--- src/rtl/rinv_pkg.sv ---
// shared types and constants for the resident id number validator
package rinv_pkg;

  localparam int unsigned CODE_W     = 20;
  localparam int unsigned CHAR_W     = 8;
  localparam int unsigned YEAR_W     = 14;
  localparam int unsigned CFG_DATA_W = 14;
  localparam int unsigned FIFO_DEPTH = 4;
  localparam int unsigned FIFO_PTR_W = 2;
  localparam int unsigned FIFO_CNT_W = 3;

  localparam logic [YEAR_W-1:0] YEAR_MIN_RST = 14'd1900;
  localparam logic [YEAR_W-1:0] YEAR_MAX_RST = 14'd2011;

  typedef enum logic [1:0] {
    CMD_CLEAR  = 2'd0,
    CMD_APPEND = 2'd1,
    CMD_CHAR   = 2'd2
  } cmd_e;

  typedef enum logic [1:0] {
    VERDICT_INVALID = 2'd0,
    VERDICT_FEMALE  = 2'd1,
    VERDICT_MALE    = 2'd2
  } verdict_e;

  typedef enum logic {
    REG_YEAR_MIN = 1'b0,
    REG_YEAR_MAX = 1'b1
  } reg_idx_e;

  // one classified item waiting between front and back
  typedef struct packed {
    cmd_e              cmd;
    logic [CODE_W-1:0] region_code;
    logic [3:0]        digit;
    logic              is_digit;
    logic              is_x;
  } entry_t;

  typedef struct packed {
    logic [YEAR_W-1:0] year_min;
    logic [YEAR_W-1:0] year_max;
  } cfg_t;

endpackage

--- src/rtl/rinv_front.sv ---
// front end: accepts stream items, decodes the character and drops unused commands
module rinv_front import rinv_pkg::*; (
  input  logic              s_axis_tvalid_i,
  output logic              s_axis_tready_o,
  input  logic [31:0]       s_axis_tdata_i,
  input  logic [1:0]        s_axis_tuser_i,
  input  logic              fifo_full_i,
  output logic              push_o,
  output entry_t            entry_o
);

  logic [CHAR_W-1:0] ch;
  logic              known_cmd;
  logic              is_digit;

  assign ch       = s_axis_tdata_i[CODE_W +: CHAR_W];
  assign is_digit = (ch >= 8'h30) && (ch <= 8'h39);

  always_comb begin
    unique case (s_axis_tuser_i)
      CMD_CLEAR, CMD_APPEND, CMD_CHAR: known_cmd = 1'b1;
      default:                         known_cmd = 1'b0;
    endcase
  end

  assign s_axis_tready_o = !fifo_full_i;
  assign push_o          = s_axis_tvalid_i && !fifo_full_i && known_cmd;

  always_comb begin
    entry_o             = '0;
    entry_o.cmd         = cmd_e'(s_axis_tuser_i);
    entry_o.region_code = s_axis_tdata_i[CODE_W-1:0];
    entry_o.is_digit    = is_digit;
    entry_o.is_x        = (ch == 8'h58);
    entry_o.digit       = is_digit ? 4'(ch - 8'h30) : 4'd0;
  end

endmodule

--- src/rtl/rinv_fifo.sv ---
// short queue between the front end and the back end
module rinv_fifo import rinv_pkg::*; (
  input  logic   clk_i,
  input  logic   rst_ni,
  input  logic   push_i,
  input  entry_t entry_i,
  output logic   full_o,
  output logic   valid_o,
  input  logic   pop_i,
  output entry_t entry_o
);

  entry_t                mem_q [FIFO_DEPTH];
  logic [FIFO_PTR_W-1:0] wr_ptr_q, wr_ptr_d;
  logic [FIFO_PTR_W-1:0] rd_ptr_q, rd_ptr_d;
  logic [FIFO_CNT_W-1:0] cnt_q, cnt_d;
  logic                  do_pop;

  assign full_o  = (cnt_q == FIFO_CNT_W'(FIFO_DEPTH));
  assign valid_o = (cnt_q != '0);
  assign entry_o = mem_q[rd_ptr_q];
  assign do_pop  = pop_i && valid_o;

  always_comb begin
    wr_ptr_d = push_i ? wr_ptr_q + 1'b1 : wr_ptr_q;
    rd_ptr_d = do_pop ? rd_ptr_q + 1'b1 : rd_ptr_q;
    cnt_d    = cnt_q + FIFO_CNT_W'(push_i) - FIFO_CNT_W'(do_pop);
  end

  always_ff @(posedge clk_i) begin
    if (push_i) begin
      mem_q[wr_ptr_q] <= entry_i;
    end
  end

  always_ff @(posedge clk_i or negedge rst_ni) begin
    if (!rst_ni) begin
      wr_ptr_q <= '0;
      rd_ptr_q <= '0;
      cnt_q    <= '0;
    end else begin
      wr_ptr_q <= wr_ptr_d;
      rd_ptr_q <= rd_ptr_d;
      cnt_q    <= cnt_d;
    end
  end

endmodule

--- src/rtl/rinv_back.sv ---
// back end: region table, per-character id checks and the result register
module rinv_back import rinv_pkg::*; #(
  parameter int unsigned REGION_DEPTH = 32
) (
  input  logic        clk_i,
  input  logic        rst_ni,
  input  cfg_t        cfg_i,
  input  logic        valid_i,
  input  entry_t      entry_i,
  output logic        pop_o,
  output logic        out_valid_o,
  input  logic        out_ready_i,
  output verdict_e    verdict_o
);

  localparam int unsigned CNT_W = $clog2(REGION_DEPTH + 1);
  localparam int unsigned IDX_W = (REGION_DEPTH > 1) ? $clog2(REGION_DEPTH) : 1;

  localparam logic [4:0] POS_REGION_END = 5'd5;
  localparam logic [4:0] POS_YEAR_0     = 5'd6;
  localparam logic [4:0] POS_YEAR_1     = 5'd7;
  localparam logic [4:0] POS_YEAR_2     = 5'd8;
  localparam logic [4:0] POS_YEAR_END   = 5'd9;
  localparam logic [4:0] POS_MONTH_0    = 5'd10;
  localparam logic [4:0] POS_MONTH_END  = 5'd11;
  localparam logic [4:0] POS_DAY_0      = 5'd12;
  localparam logic [4:0] POS_DAY_END    = 5'd13;
  localparam logic [4:0] POS_SEQ_0      = 5'd14;
  localparam logic [4:0] POS_SEQ_END    = 5'd16;
  localparam logic [4:0] POS_CHECK      = 5'd17;

  function automatic logic [3:0] mod11(input logic [5:0] v);
    logic [5:0] r;
    if (v >= 6'd33)      r = v - 6'd33;
    else if (v >= 6'd22) r = v - 6'd22;
    else if (v >= 6'd11) r = v - 6'd11;
    else                 r = v;
    return r[3:0];
  endfunction

  function automatic logic day_ok(input logic [6:0] month, input logic [6:0] day,
                                  input logic leap);
    logic [4:0] last;
    case (month) inside
      7'd4, 7'd6, 7'd9, 7'd11:                    last = 5'd30;
      7'd2:                                       last = leap ? 5'd29 : 5'd28;
      7'd1, 7'd3, 7'd5, 7'd7, 7'd8, 7'd10, 7'd12: last = 5'd31;
      default:                                    last = 5'd0;
    endcase
    return (day != 7'd0) && (day <= 7'(last));
  endfunction

  logic [CODE_W-1:0] region_q [REGION_DEPTH];
  logic [CNT_W-1:0]  count_q, count_d;
  logic [4:0]        pos_q, pos_d;
  logic [CODE_W-1:0] field_q, field_d;
  logic [6:0]        month_q, month_d;
  logic [3:0]        resid_q, resid_d;
  logic              inval_q, inval_d;
  logic [1:0]        hi_mod4_q, hi_mod4_d;
  logic [1:0]        lo_mod4_q, lo_mod4_d;
  logic              lo_zero_q, lo_zero_d;
  logic              pend_q, pend_d;
  logic [CODE_W-1:0] pend_code_q, pend_code_d;
  logic              out_valid_q, out_valid_d;
  verdict_e          verdict_q, verdict_d;

  logic                    is_char, is_final, can_pop, do_pop, append_we;
  logic [REGION_DEPTH-1:0] hit;
  logic [CODE_W-1:0]       field_next;
  logic [YEAR_W-1:0]       year;
  logic [4:0]              check_sum;
  logic [3:0]              d;
  logic                    leap;

  // region lookup in the cycle after the sixth digit, against the table as it stands
  always_comb begin
    for (int i = 0; i < REGION_DEPTH; i++) begin
      hit[i] = (CNT_W'(i) < count_q) && (region_q[i] == pend_code_q);
    end
  end

  assign is_char   = (entry_i.cmd == CMD_CHAR);
  assign is_final  = is_char && (pos_q == POS_CHECK);
  assign can_pop   = !is_final || !out_valid_q || out_ready_i;
  assign pop_o     = can_pop;
  assign do_pop    = valid_i && can_pop;
  assign append_we = do_pop && (entry_i.cmd == CMD_APPEND) &&
                     (count_q < CNT_W'(REGION_DEPTH));

  assign d          = entry_i.digit;
  assign field_next = (field_q << 3) + (field_q << 1) + CODE_W'(d);
  assign year       = field_next[YEAR_W-1:0];
  assign check_sum  = 5'(resid_q) + (entry_i.is_x ? 5'd10 : 5'(d));
  assign leap       = lo_zero_q ? (hi_mod4_q == 2'd0) : (lo_mod4_q == 2'd0);

  always_comb begin
    count_d     = count_q;
    pos_d       = pos_q;
    field_d     = field_q;
    month_d     = month_q;
    resid_d     = resid_q;
    inval_d     = inval_q | (pend_q & ~(|hit));
    hi_mod4_d   = hi_mod4_q;
    lo_mod4_d   = lo_mod4_q;
    lo_zero_d   = lo_zero_q;
    pend_d      = 1'b0;
    pend_code_d = pend_code_q;
    out_valid_d = out_valid_q && !out_ready_i;
    verdict_d   = verdict_q;

    if (do_pop) begin
      case (entry_i.cmd)
        CMD_CLEAR: begin
          count_d = '0;
        end
        CMD_APPEND: begin
          if (append_we) begin
            count_d = count_q + 1'b1;
          end
        end
        CMD_CHAR: begin
          if (is_final) begin
            if ((!entry_i.is_digit && !entry_i.is_x) ||
                !((check_sum == 5'd1) || (check_sum == 5'd12)) || inval_q) begin
              verdict_d = VERDICT_INVALID;
            end else begin
              verdict_d = field_q[0] ? VERDICT_MALE : VERDICT_FEMALE;
            end
            out_valid_d = 1'b1;
            pos_d       = '0;
            field_d     = '0;
            month_d     = '0;
            resid_d     = '0;
            inval_d     = 1'b0;
            hi_mod4_d   = '0;
            lo_mod4_d   = '0;
            lo_zero_d   = 1'b0;
          end else begin
            if (!entry_i.is_digit) begin
              inval_d = 1'b1;
            end
            resid_d = mod11({1'b0, check_sum} << 1);
            pos_d   = pos_q + 1'b1;
            if ((pos_q == 5'd0) || (pos_q == POS_YEAR_0) || (pos_q == POS_MONTH_0) ||
                (pos_q == POS_DAY_0) || (pos_q == POS_SEQ_0)) begin
              field_d = CODE_W'(d);
            end else begin
              field_d = field_next;
            end
            // leap rule from the year digits: mod 4 of each digit pair
            case (pos_q)
              POS_REGION_END: begin
                pend_d      = 1'b1;
                pend_code_d = field_next;
              end
              POS_YEAR_0: hi_mod4_d = d[1:0];
              POS_YEAR_1: hi_mod4_d = {hi_mod4_q[0], 1'b0} + d[1:0];
              POS_YEAR_2: begin
                lo_mod4_d = d[1:0];
                lo_zero_d = (d == 4'd0);
              end
              POS_YEAR_END: begin
                lo_mod4_d = {lo_mod4_q[0], 1'b0} + d[1:0];
                lo_zero_d = lo_zero_q && (d == 4'd0);
                if ((year < cfg_i.year_min) || (year > cfg_i.year_max)) begin
                  inval_d = 1'b1;
                end
              end
              POS_MONTH_END: begin
                month_d = field_next[6:0];
                if ((field_next[6:0] < 7'd1) || (field_next[6:0] > 7'd12)) begin
                  inval_d = 1'b1;
                end
              end
              POS_DAY_END: begin
                if (!day_ok(month_q, field_next[6:0], leap)) begin
                  inval_d = 1'b1;
                end
              end
              POS_SEQ_END: begin
                if (field_next == '0) begin
                  inval_d = 1'b1;
                end
              end
              default: ;
            endcase
          end
        end
        default: ;
      endcase
    end
  end

  always_ff @(posedge clk_i) begin
    if (append_we) begin
      region_q[count_q[IDX_W-1:0]] <= entry_i.region_code;
    end
    pend_code_q <= pend_code_d;
    verdict_q   <= verdict_d;
  end

  always_ff @(posedge clk_i or negedge rst_ni) begin
    if (!rst_ni) begin
      count_q     <= '0;
      pos_q       <= '0;
      field_q     <= '0;
      month_q     <= '0;
      resid_q     <= '0;
      inval_q     <= 1'b0;
      hi_mod4_q   <= '0;
      lo_mod4_q   <= '0;
      lo_zero_q   <= 1'b0;
      pend_q      <= 1'b0;
      out_valid_q <= 1'b0;
    end else begin
      count_q     <= count_d;
      pos_q       <= pos_d;
      field_q     <= field_d;
      month_q     <= month_d;
      resid_q     <= resid_d;
      inval_q     <= inval_d;
      hi_mod4_q   <= hi_mod4_d;
      lo_mod4_q   <= lo_mod4_d;
      lo_zero_q   <= lo_zero_d;
      pend_q      <= pend_d;
      out_valid_q <= out_valid_d;
    end
  end

  assign out_valid_o = out_valid_q;
  assign verdict_o   = verdict_q;

endmodule

--- src/rtl/resident_id_number_validator_core.sv ---
// top level of the resident id number validator
//
//  channel  | direction | transfer contents
//  ---------+-----------+-----------------------------------------------------
//  s_axis   | in        | tuser: command; tdata: region_code, id_char
//  m_axis   | out       | tdata: verdict, one per 18th id character
//  cfg      | in        | write of year_min (index 0) or year_max (index 1)
//
// one transfer a cycle is taken while the queue has room; a result goes through
// the queue, then the back end, and is held in the result register
// the back end handles one queued item per cycle while it is not stalled; the region
// lookup runs in the cycle after the sixth digit, using the table compare and or-reduce
// a held result stalls only final characters; other items keep draining
// reset clears the table count, id progress, queue and result valid flag
module resident_id_number_validator_core import rinv_pkg::*; #(
  parameter int unsigned REGION_DEPTH = 32
) (
  input  logic                  clk_i,
  input  logic                  rst_ni,
  // tdata: region_code [19:0], id_char [27:20], zero [31:28]
  input  logic                  s_axis_tvalid_i,
  output logic                  s_axis_tready_o,
  input  logic [31:0]           s_axis_tdata_i,
  // tuser: command [1:0]
  input  logic [1:0]            s_axis_tuser_i,
  // tdata: verdict [1:0], zero [7:2]
  output logic                  m_axis_tvalid_o,
  input  logic                  m_axis_tready_i,
  output logic [7:0]            m_axis_tdata_o,
  input  logic                  cfg_we_i,
  input  logic                  cfg_idx_i,
  input  logic [CFG_DATA_W-1:0] cfg_data_i
);

  cfg_t     cfg_q;
  entry_t   front_entry, queue_entry;
  logic     push, fifo_full, fifo_valid, pop;
  verdict_e verdict;

  // year bounds
  always_ff @(posedge clk_i or negedge rst_ni) begin
    if (!rst_ni) begin
      cfg_q.year_min <= YEAR_MIN_RST;
      cfg_q.year_max <= YEAR_MAX_RST;
    end else if (cfg_we_i) begin
      unique case (reg_idx_e'(cfg_idx_i))
        REG_YEAR_MIN: cfg_q.year_min <= cfg_data_i[YEAR_W-1:0];
        REG_YEAR_MAX: cfg_q.year_max <= cfg_data_i[YEAR_W-1:0];
      endcase
    end
  end

  rinv_front u_front (
    .s_axis_tvalid_i (s_axis_tvalid_i),
    .s_axis_tready_o (s_axis_tready_o),
    .s_axis_tdata_i  (s_axis_tdata_i),
    .s_axis_tuser_i  (s_axis_tuser_i),
    .fifo_full_i     (fifo_full),
    .push_o          (push),
    .entry_o         (front_entry)
  );

  rinv_fifo u_fifo (
    .clk_i   (clk_i),
    .rst_ni  (rst_ni),
    .push_i  (push),
    .entry_i (front_entry),
    .full_o  (fifo_full),
    .valid_o (fifo_valid),
    .pop_i   (pop),
    .entry_o (queue_entry)
  );

  rinv_back #(
    .REGION_DEPTH (REGION_DEPTH)
  ) u_back (
    .clk_i       (clk_i),
    .rst_ni      (rst_ni),
    .cfg_i       (cfg_q),
    .valid_i     (fifo_valid),
    .entry_i     (queue_entry),
    .pop_o       (pop),
    .out_valid_o (m_axis_tvalid_o),
    .out_ready_i (m_axis_tready_i),
    .verdict_o   (verdict)
  );

  assign m_axis_tdata_o = {6'd0, verdict};

endmodule

--- config.mk ---
export PLATFORM = sky130hd
export DESIGN_NAME = resident_id_number_validator_core
export DESIGN_NICKNAME = d
export VERILOG_FILES = /design/src/rtl/rinv_pkg.sv /design/src/rtl/rinv_front.sv /design/src/rtl/rinv_fifo.sv /design/src/rtl/rinv_back.sv /design/src/rtl/resident_id_number_validator_core.sv
export SDC_FILE = /design/constraint.sdc
export NUM_CORES = 1
export LEC_CHECK = 0
export ABC_AREA = 1
export BUFFER_PORTS_ARGS = -buffer_cell sky130_fd_sc_hd__buf_4
export CORE_AREA = 2 2 292 294
export DETAILED_ROUTE_END_ITERATION = 16
export DIE_AREA = 0 0 294 296
export PLACE_DENSITY = 0.68
export SETUP_SLACK_MARGIN = 0.3
export SKIP_LAST_GASP = 1
export SLEW_MARGIN = 20
export SYNTH_ARGS = -nofsm -noshare
export SYNTH_HDL_FRONTEND = slang
export SYNTH_HIERARCHICAL = 1
export SYNTH_SLANG_ARGS = --single-unit
--- constraint.sdc ---
create_clock -name clk_i -period 3.4 [get_ports clk_i]
set_clock_uncertainty 0.1 [all_clocks]
set_input_delay 0.34 -clock clk_i [delete_from_list [all_inputs] [get_ports clk_i]]
set_output_delay 0.34 -clock clk_i [all_outputs]
set_load 0.03 [all_outputs]
Word level (Yosys, flattened, before mapping)
Memory sizes are Yosys's and may differ from the RTL's. Index checks and enable logic that the tools add are counted.

Flip-flop bits (word level): 106. Bits in writable memories: 752. Output and inout port bits: 10. Memories kept: 2.

Memory list: u_back.region_q (words 32, bits a word 20, rd ports 32, clocked after memory_dff 0, write ports 1, RTL line rinv_back.sv:53) `logic [CODE_W-1:0] region_q [REGION_DEPTH];`; u_fifo.mem_q (words 4, bits a word 28, rd ports 1, clocked after memory_dff 0, write ports 1, RTL line rinv_fifo.sv:13) `entry_t mem_q [FIFO_DEPTH];`.

$add $sub $neg: 15. Order comparisons: 43. Equality and inequality tests: 65. Mux-type cells: 50. Bitwise logic cells: 5. Reductions and logical operators: 87.

Operator list (count): $eq 20x20->1 (32); $lt 5x6->1 const A (16); $lt 4x6->1 const A (8); $logic_and 1x1->1 (43); $eq 5x4->1 const B (8); $mux 5 (8); $mux 19 (2); $eq 7x4->1 const B (5); $reduce_or 32->1 (1); $eq 7x3->1 const B (4); $lt 3x6->1 const A (4); $mux 4 (6); $mux 1 (23); $add 20x20->20 (1); $add 20x4->20 (1); $logic_not 20->1 (1); $eq 5x3->1 const B (3); $reduce_and 3->1 (5); $eq 7x2->1 const B (2); $gt 14x14->1 (1); $lt 14x14->1 (1); $mux 7 (2); $lt 1x6->1 const A (2); $lt 2x6->1 const A (2); other kinds (49) (84).

Depth between registers and ports, before layout
Gate-level depths: netlist of run 1.

Depth after elaboration: 16. Mapped depth: 30. Depth with buffers taken out: 28.

Cells and area by module
Netlist of run 1, hierarchy kept.

Modules (own cells, without submodules): rinv_back (times used 1, cells an instance 3528, area an instance 35382.7 µm²); rinv_fifo (times used 1, cells an instance 408, area an instance 4829.6 µm²); resident_id_number_validator_core (times used 1, cells an instance 130, area an instance 1187.4 µm²); rinv_front (times used 1, cells an instance 46, area an instance 274.0 µm²).

Worst setup path before layout of run 1
Ideal clock, no wire load.

Path kind: reg-to-reg. Start point: register u_fifo.rd_ptr_q[0]. End point: register u_back.pend_code_q[0] (enable). Arrival: 3.219 ns. Required time: 2.878 ns. Slack: -0.341 ns. Cell stages (with the launch flop): 17. Buffers on the path: 3. Path through: dfrtp_1 > buf_6 > buf_6 > nand2_1 > o21ai_0 > nand2_1 > nand2_1 > inv_1 > nor2_1 > inv_2 > nor4_4 > nand2_2 > nand2_4 > nor2_8 > inv_4 > buf_2 > nor3_1.

RTL lines: from (decl) (RTL line rinv_fifo.sv:15) `logic [FIFO_PTR_W-1:0] rd_ptr_q, rd_ptr_d;`; from (signal assigned) (RTL line rinv_fifo.sv:43) `rd_ptr_q <= rd_ptr_d;`; to (signal assigned) (RTL line rinv_back.sv:199) `pend_code_q <= pend_code_d;`; to (decl) (RTL line rinv_back.sv:64) `logic [CODE_W-1:0] pend_code_q, pend_code_d;`.

==> results of run 1 <==
==> final cells by class <==
| cell class | instances | area, sq um |
|---|---|---|
| Inverter | 449 | 1707 |
| Clock buffer | 111 | 2426 |
| Fill cell | 6929 | 35560 |
| Sequential cell | 858 | 25370 |
| Multi-Input combinational cell | 2683 | 14440 |
| Timing Repair Buffer | 295 | 2850 |
| Clock inverter | 57 | 505.5 |
| Tap cell | 1090 | 1364 |
==> stage by stage <==
stage	TNS, ps	worst slack, ps
2_1_floorplan	-31.36	-31.36
3_3_place_gp	-404.6	-262.8
3_5_place_dp	-1990	-277.0
4_1_cts	-289.3	-272.9
5_1_grt	-544.5	-485.4
6_report	-296.6	-296.6
==> synth_stat cells (39+ instances only) <==
cell type and number:
nand2_1 1158, edfxtp_1 774, nor2_1 521, inv_1 405
xor2_1 208, o21ai_0 155, nand3_1 141, xnor2_1 133
ha_1 88, o21ai_1 74, buf_4 73, dfrtp_1 68
buf_2 43, inv_2 39
==> power by group <==
group          switching, mW  internal, mW  total (mW)
Sequential             0.409          14.2        14.6
Combinational           11.3          5.76        17.1
Clock                   4.21          5.69        9.90
Total                   15.9          25.7        41.6
==> timing repair <==
action	in CTS	in global routing
hold buffers	56	0
gates cloned	0	28
pin swaps	11	64
setup endpoints to repair	613	630
gates resized for setup	51	83
hold endpoints to repair	164	0
setup buffers	4	8
==> kinds of logic after synthesis <==
group | after synthesis | synth area share, %
and+or+nand+nor | 1905 | 18.23
other | 1 | 0.008998
muxes | 1 | 0.02702
xor gates and xnor gates | 343 | 7.245
adders and majority gates | 92 | 2.834
AOI/OAI and AO/OA | 309 | 4.023
DFF | 858 | 60.86
buffers and inverters | 603 | 6.767
==> how the worst max path moves through the flow <==
stage / startpoint / endpoint / slack [ps] / depth (start not counted)
2_1_floorplan: u_fifo/rd_ptr_q[0]$_DFFE_PN0P_ / u_back/inval_q$_DFF_PN0_ / -30 / 24
3_3_place_gp: u_fifo/rd_ptr_q[0]$_DFFE_PN0P_ / u_back/inval_q$_DFF_PN0_ / -260 / 25
3_5_place_dp: u_fifo/rd_ptr_q[0]$_DFFE_PN0P_ / u_back/inval_q$_DFF_PN0_ / -280 / 24
4_1_cts: u_fifo/rd_ptr_q[0]$_DFFE_PN0P_ / u_back/inval_q$_DFF_PN0_ / -270 / 22
5_1_grt: u_fifo/rd_ptr_q[0]$_DFFE_PN0P_ / u_back/inval_q$_DFF_PN0_ / -490 / 21
6_report: u_fifo/rd_ptr_q[0]$_DFFE_PN0P_ / u_back/inval_q$_DFF_PN0_ / -300 / 20
==> worst reg2reg max path, cell delays in order (launching register included) <==
cell	delay (ps)
dfrtp_2	430
buf_4	150
inv_4	40
o21ai_2	130
nand2_2	90
inv_2	70
fa_2	470
fa_2	620
clkinvlp_4	250
ha_4	370
nand2_2	40
nor2_1	100
o21ai_1	70
o211ai_1	90
nand4_1	100
o211ai_1	120
nand3b_1	100
nand2_1	80
nand2_2	70
nand2_2	60
a21oi_2	40
==> state kept, by name, indices dropped and copies added (netlist names), 2 cells and up <==
name,count
u_back/field_q,19
cfg_q,28
u_back/lo_mod4_q,2
u_fifo/cnt_q,3
u_fifo/rd_ptr_q,2
u_back/count_q,6
u_back/hi_mod4_q,2
u_back/resid_q,4
u_fifo/wr_ptr_q,2
u_back/verdict_o,2
u_back/month_q,7
u_fifo/mem_q,112
u_back/pend_code_q,20
u_back/pos_q,5
u_back/region_q,640
==> per-layer routing <==
| metal | part of all wire (%) | vias to the layer above | GRT usage (%) |
|---|---|---|---|
| met5 | 0 | - | 0 |
| met4 | 5.0 | 0 | 12.29 |
| met3 | 11 | 362 | 4.324 |
| met2 | 46 | 1554 | 45.93 |
| met1 | 38 | 14520 | 38.05 |
| li1 | - | 13900 | - |
==> impl_metrics.csv, run 1 <==
group,metric,value,unit
status,outcome,"finished, violations left",
status,violations,"setup timing",
drt,drc_errors,0,
final_layout,nets,4525,
die,initial_core_util,49.49,%
sta,maxSlewViolCount,0,
final_layout,diodes,0,
final_layout,instances_no_fill,5543,
setup_path,reg2reg_depth,20,
sta,period_minus_slack,3697,ps
sta,tightest_slew,1235,ps
setup_path,path_common_cell,"nand2_2",
setup_path,required,3840,ps
setup_path,reg2reg_from,"u_fifo/rd_ptr_q[0]$_DFFE_PN0P_",
synth,synth_cells,4112,
cts,cts.sinks,858,
placement,place_congestion,0.9210,
sta,holdWs,40.38,ps
setup_path,critPathMaxFanout,6,
sta,hold_viol_final,0,
sta,slew_headroom,17.45,%
final_layout,final_cell_mix,"1117 x nand2_1, 774 x edfxtp_1, 484 x nor2_1",
sta,fmax,270.5,MHz
setup_path,arrival,4140,ps
sta,fin_ws,-296.6,ps
pwr,max-vdd-ir-drop,0.001034,V
final_layout,postLayoutCellArea,48650,sq um
setup_path,worstSetupStartpointType,"register",
synth,synth_top_area_share,55.77,%
drt,detail_route.wl_per_cell,22.74,microns
synth,synth_edf_count,774,
synth,syn_avg_cell_area,10.13,sq um
global_route,antenna_found_initial,2,
setup_path,crit_path_end_kind,"register",
global_route,gr-total-overflow,0,
final_layout,area_delta_synth_final,16.75,%
cts,clock_path_buffers,3,
synth,yosys-top-cells-area,"edfxtp_1 56%, nand2_1 10%, nor2_1 4.7%",
sta,layout_worst_path_cycle_share,108.7,%
drt,dr.pass1.iters,7,
global_route,grt_pass1_wl,179.2,mm
synth,synth_area,41670,sq um
synth,yosys_most_used_dff,"edfxtp_1",
setup_path,slowest_delay,620,ps
die,dieHeight,296,microns
setup_path,setup.worst_path.class,"register to register",
pwr,powerDensity,855.1,nW/um^2
synth,synth_async_sr_flop_share,9.790,%
placement,dp_hpwl,73.68,mm
placement,dp_cells,5279,
global_route,grt_usage,28.31,%
die,dieArea,87020,sq um
global_route,grt_pass1_vias,28180,
final_layout,drive_gt1_share,14.24,%
final_layout,mostFrequentLayoutCell,"nand2_1",
pwr,p_leak,19.86,nW
die,num_rows,107,
run,cap_violations,0,
sta,grt_setup_unrepaired,"yes",
drt,drtIter0Drc,3399,
placement,port_buffers,53,
pwr,total_power,41.60,mW
setup_path,timing.rr.end,"u_back/inval_q$_DFF_PN0_",
cts,cts_tree,"yes",
setup_path,crit_chain,"buf_4, inv_4, o21ai_2, nand2_2, inv_2, fa_2, fa_2, clkinvlp_4, ha_4, nand2_2, nor2_1, o21ai_1, o211ai_1, nand4_1, o211ai_1, nand3b_1, nand2_1, nand2_2, nand2_2, a21oi_2",
synth,yosysSeqAreaShare,60.86,%
min_path,holdPathEnd,"u_fifo/mem_q[0][2]$_DFFE_PP_",
setup_path,crit_path_top_delay_cell,"fa_2",
cts,cts_buffers,92,
setup_path,cp_num_buf_inv,4,
synth,yosys_warnings,6,
die,io_pins,64,
cts,cts-root-buf,"clkbuf_16",
cts,cts.clk_slew.worst_paths,60,ps
die,fp.dieW,294,microns
global_route,grt_max_degree,66,
cts,htreeDepth,3,
min_path,min_path_type,"input port to register",
placement,place_area,44330,sq um
final_layout,utilization,57.78,%
min_path,hold-path-cell-count,3,
setup_path,crit_family,"adder cells",
sta,finalSetupViolCount,1,
synth,synth_cell_types,61,
drt,vias,30340,
setup_path,r2r_slack,-300,ps
die,fp.coreArea,84210,sq um
drt,finalWirelength,126.1,mm
drt,drtAntennaViolNets,0,
synth,synth_top_cell_by_area,"edfxtp_1",
min_path,hp-start,"s_axis_tdata_i[20]",
drt,routed_via_density,5.473,
cts,insertion_delay,660,ps
synth,ys_ff_latch,858,
Note: power is estimated with default switching activity, not from simulation.
==> run 2: changes to the inputs <==
CELL_PAD_IN_SITES_DETAIL_PLACEMENT = 0   (was not set)
CELL_PAD_IN_SITES_GLOBAL_PLACEMENT = 1   (was not set)
CORE_AREA = 2 2 304 306   (was 2 2 292 294)
DIE_AREA = 0 0 306 308   (was 0 0 294 296)
PLACE_DENSITY = not set   (was 0.68)
PLACE_DENSITY_LB_ADDON = 0.1   (was not set)
==> run 2 against run 1 <==
  * The flow still finishes with violations (setup timing)
  * Maximum frequency grew 3.7%
  * Worst hold slack got worse by 7.8 ps
  * Sequential share of layout area fell by 1.1 points
  * Utilization decreased by 3.2 points
  * Global-route usage increased by 0.46 points
  * Die area grew 8.3%
  * Clock-buffer cell count rose by 18
  * Flip-flop and latch count is the same
  * Combinational power up 5%
  * Routed wire length is 7.9% higher
  * Critical path depth rose by 5
  * Final cell count up 2.9%
==> impl_metrics.csv, run 2 (synthesized netlist as in run 1, its figures left out) <==
group,metric,value,unit
status,outcome,"finished, violations left",
status,violations,"setup timing",
drt,dr.pass1.iters,5,
min_path,min_path_type,"input port to register",
setup_path,crit_path_top_delay_cell,"fa_2",
final_layout,area_delta_synth_final,19.22,%
drt,routed_via_density,5.235,
setup_path,slowest_delay,550,ps
setup_path,path_common_cell,"nand2_2",
die,io_pins,64,
pwr,powerDensity,856.4,nW/um^2
drt,finalWirelength,136.0,mm
drt,drtIter0Drc,2868,
pwr,p_sw,16.34,mW
placement,dp_hpwl,79.64,mm
die,dieHeight,308,microns
pwr,total_power,42.55,mW
sta,fin_ws,-164.6,ps
sta,finalSetupTns,-164.6,ps
final_layout,nets,4591,
sta,slew_headroom,33.17,%
die,fp.dieW,306,microns
setup_path,crit_path_end_kind,"register",
sta,fmax,280.5,MHz
cts,cts_tree,"yes",
die,dieArea,94250,sq um
sta,period_minus_slack,3565,ps
drt,vias,29850,
sta,finalSetupViolCount,1,
placement,port_buffers,53,
global_route,grt_usage,28.77,%
global_route,antenna_found_initial,6,
final_layout,drive_gt1_share,15.83,%
setup_path,r2r_slack,-160,ps
setup_path,required,3850,ps
setup_path,worstSetupStartpointType,"register",
sta,hold_viol_final,0,
final_layout,largest_register_ffs,640,
final_layout,mostFrequentLayoutCell,"nand2_1",
global_route,grt_max_degree,61,
final_layout,regArea,25370,sq um
final_layout,final_cell_mix,"1110 x nand2_1, 774 x edfxtp_1, 479 x nor2_1",
pwr,max-vdd-ir-drop,0.001099,V
sta,grt_setup_unrepaired,"yes",
pwr,p_int,26.21,mW
cts,htreeDepth,3,
final_layout,multi_input_area,14430,sq um
pwr,pwr-share-clk,23.5,%
cts,cts_buffers,94,
pwr,pwr-share-seq,34.4,%
drt,drc_errors,0,
global_route,gr-total-overflow,0,
setup_path,crit_family,"adder cells",
final_layout,fillers,7992,
placement,place_congestion,0.9023,
run,cap_violations,0,
global_route,grt_pass1_vias,28060,
pwr,p_leak,20.37,nW
die,fp.coreArea,90970,sq um
global_route,grt_pass1_wl,193.1,mm
pwr,switching_share,38.40,%
sta,layout_worst_path_cycle_share,104.8,%
setup_path,setup.worst_path.class,"register to register",
cts,clock_path_buffers,3,
cts,cts.sinks,858,
setup_path,arrival,4010,ps
cts,insertion_delay,660,ps
final_layout,diodes,0,
setup_path,cp_num_buf_inv,6,
pwr,p_comb_share,42.2,%
die,initial_core_util,45.81,%
die,num_rows,111,
setup_path,critPathMaxFanout,5,
drt,drtAntennaViolNets,0,
cts,cts.clk_slew.worst_paths,60,ps
final_layout,utilization,54.61,%
cts,cts-root-buf,"clkbuf_16",
drt,detail_route.wl_per_cell,23.85,microns
sta,tightest_slew,999.7,ps
sta,maxSlewViolCount,0,
run 2: cell types whose count changed in the layout (fill, tap and decap cells not counted), sizes merged, moves of 2 or more:
cell / change
buf: +72
bufinv: -2
clkbuf: +19
clkinv: -11
clkinvlp: -3
inv: -2
nor2: -9
run 2: metrics by stage:
| stage | instance area (sq um) | cells | hold WS [ps] | worst slack [ps] |
|---|---|---|---|---|
| final | 49680 | 5703 | 32.55 | -164.6 |
| after detailed placement | 44910 | 5411 | 355.5 | -370.1 |
| after CTS | 49150 | 5674 | 2.604 | -200.5 |
| after global placement | 44910 | 5411 | 352.2 | -342.3 |
| after global routing | 49680 | 5703 | 41.86 | -453.9 |
| after floorplan | 41900 | 4117 | -55.59 | -31.36 |
run 2: power groups by stage:
stage	clock (mW)	sequential, mW	combinational, mW
floorplan	0	14.7	8.37
global placement	0	14.8	16.0
detailed placement	0	14.8	16.1
CTS	10.1	14.6	17.3
global route	10.6	14.7	19.5
finish	9.99	14.6	17.9
run 2: path summary, 6_finish.rpt:
kind                                                 to  cells past startpoint                            from
max                            u_back/inval_q$_DFF_PN0_                     25  u_fifo/rd_ptr_q[0]$_DFFE_PN0P_
min                        u_fifo/mem_q[1][0]$_DFFE_PP_                      4              s_axis_tdata_i[22]
max reg2reg                    u_back/inval_q$_DFF_PN0_                     25  u_fifo/rd_ptr_q[0]$_DFFE_PN0P_
min reg2reg                       cfg_q[17]$_DFFE_PN1P_                      2           cfg_q[17]$_DFFE_PN1P_
max in group asynchronous         cfg_q[19]$_DFFE_PN1P_                      3                          rst_ni
min in group asynchronous         cfg_q[11]$_DFFE_PN0P_                      2                          rst_ni
run 2: worst register-to-register path, cell delays in order, from the launching register on:
cell and delay, ps:
dfrtp_2 440, buf_6 140, inv_4 60, o21ai_1 80, nand2_2 90, inv_2 60, fa_2 560, inv_2 50
ha_4 270, nand3_4 80, nand3_4 100, nand2_1 90, nand2_2 80, nand2_1 60, nand2_2 90, inv_2 60
ha_1 290, nand2_1 70, inv_1 50, nand4_1 90, o211ai_1 150, nand3b_1 100, nand2_1 90, nand2_2 90
nand2_2 70, a21oi_2 50
run 2: area by class of cell:
class                           instances  area share, %
Tap cell                             1186          2.987
Multi-Input combinational cell       2674          29.05
Clock buffer                          129          5.208
Clock inverter                         39         0.7354
Sequential cell                       858          51.06
Timing Repair Buffer                  368          7.543
Inverter                              449          3.425
run 2: routing by layer:
layer	vias up	wire, microns	track usage (%)
li1	14020	-	-
met5	-	0	0
met3	231	10090	3.937
met4	0	4763	10.43
met1	14510	57340	39.10
met2	1091	63830	47.30
run 2: repair_timing:
item	CTS	global route
gates resized for setup	95	63
pin swaps	42	36
hold endpoints to repair	187	0
hold buffers	55	0
setup endpoints to repair	456	552
buffers inserted	26	21
gates cloned	14	8
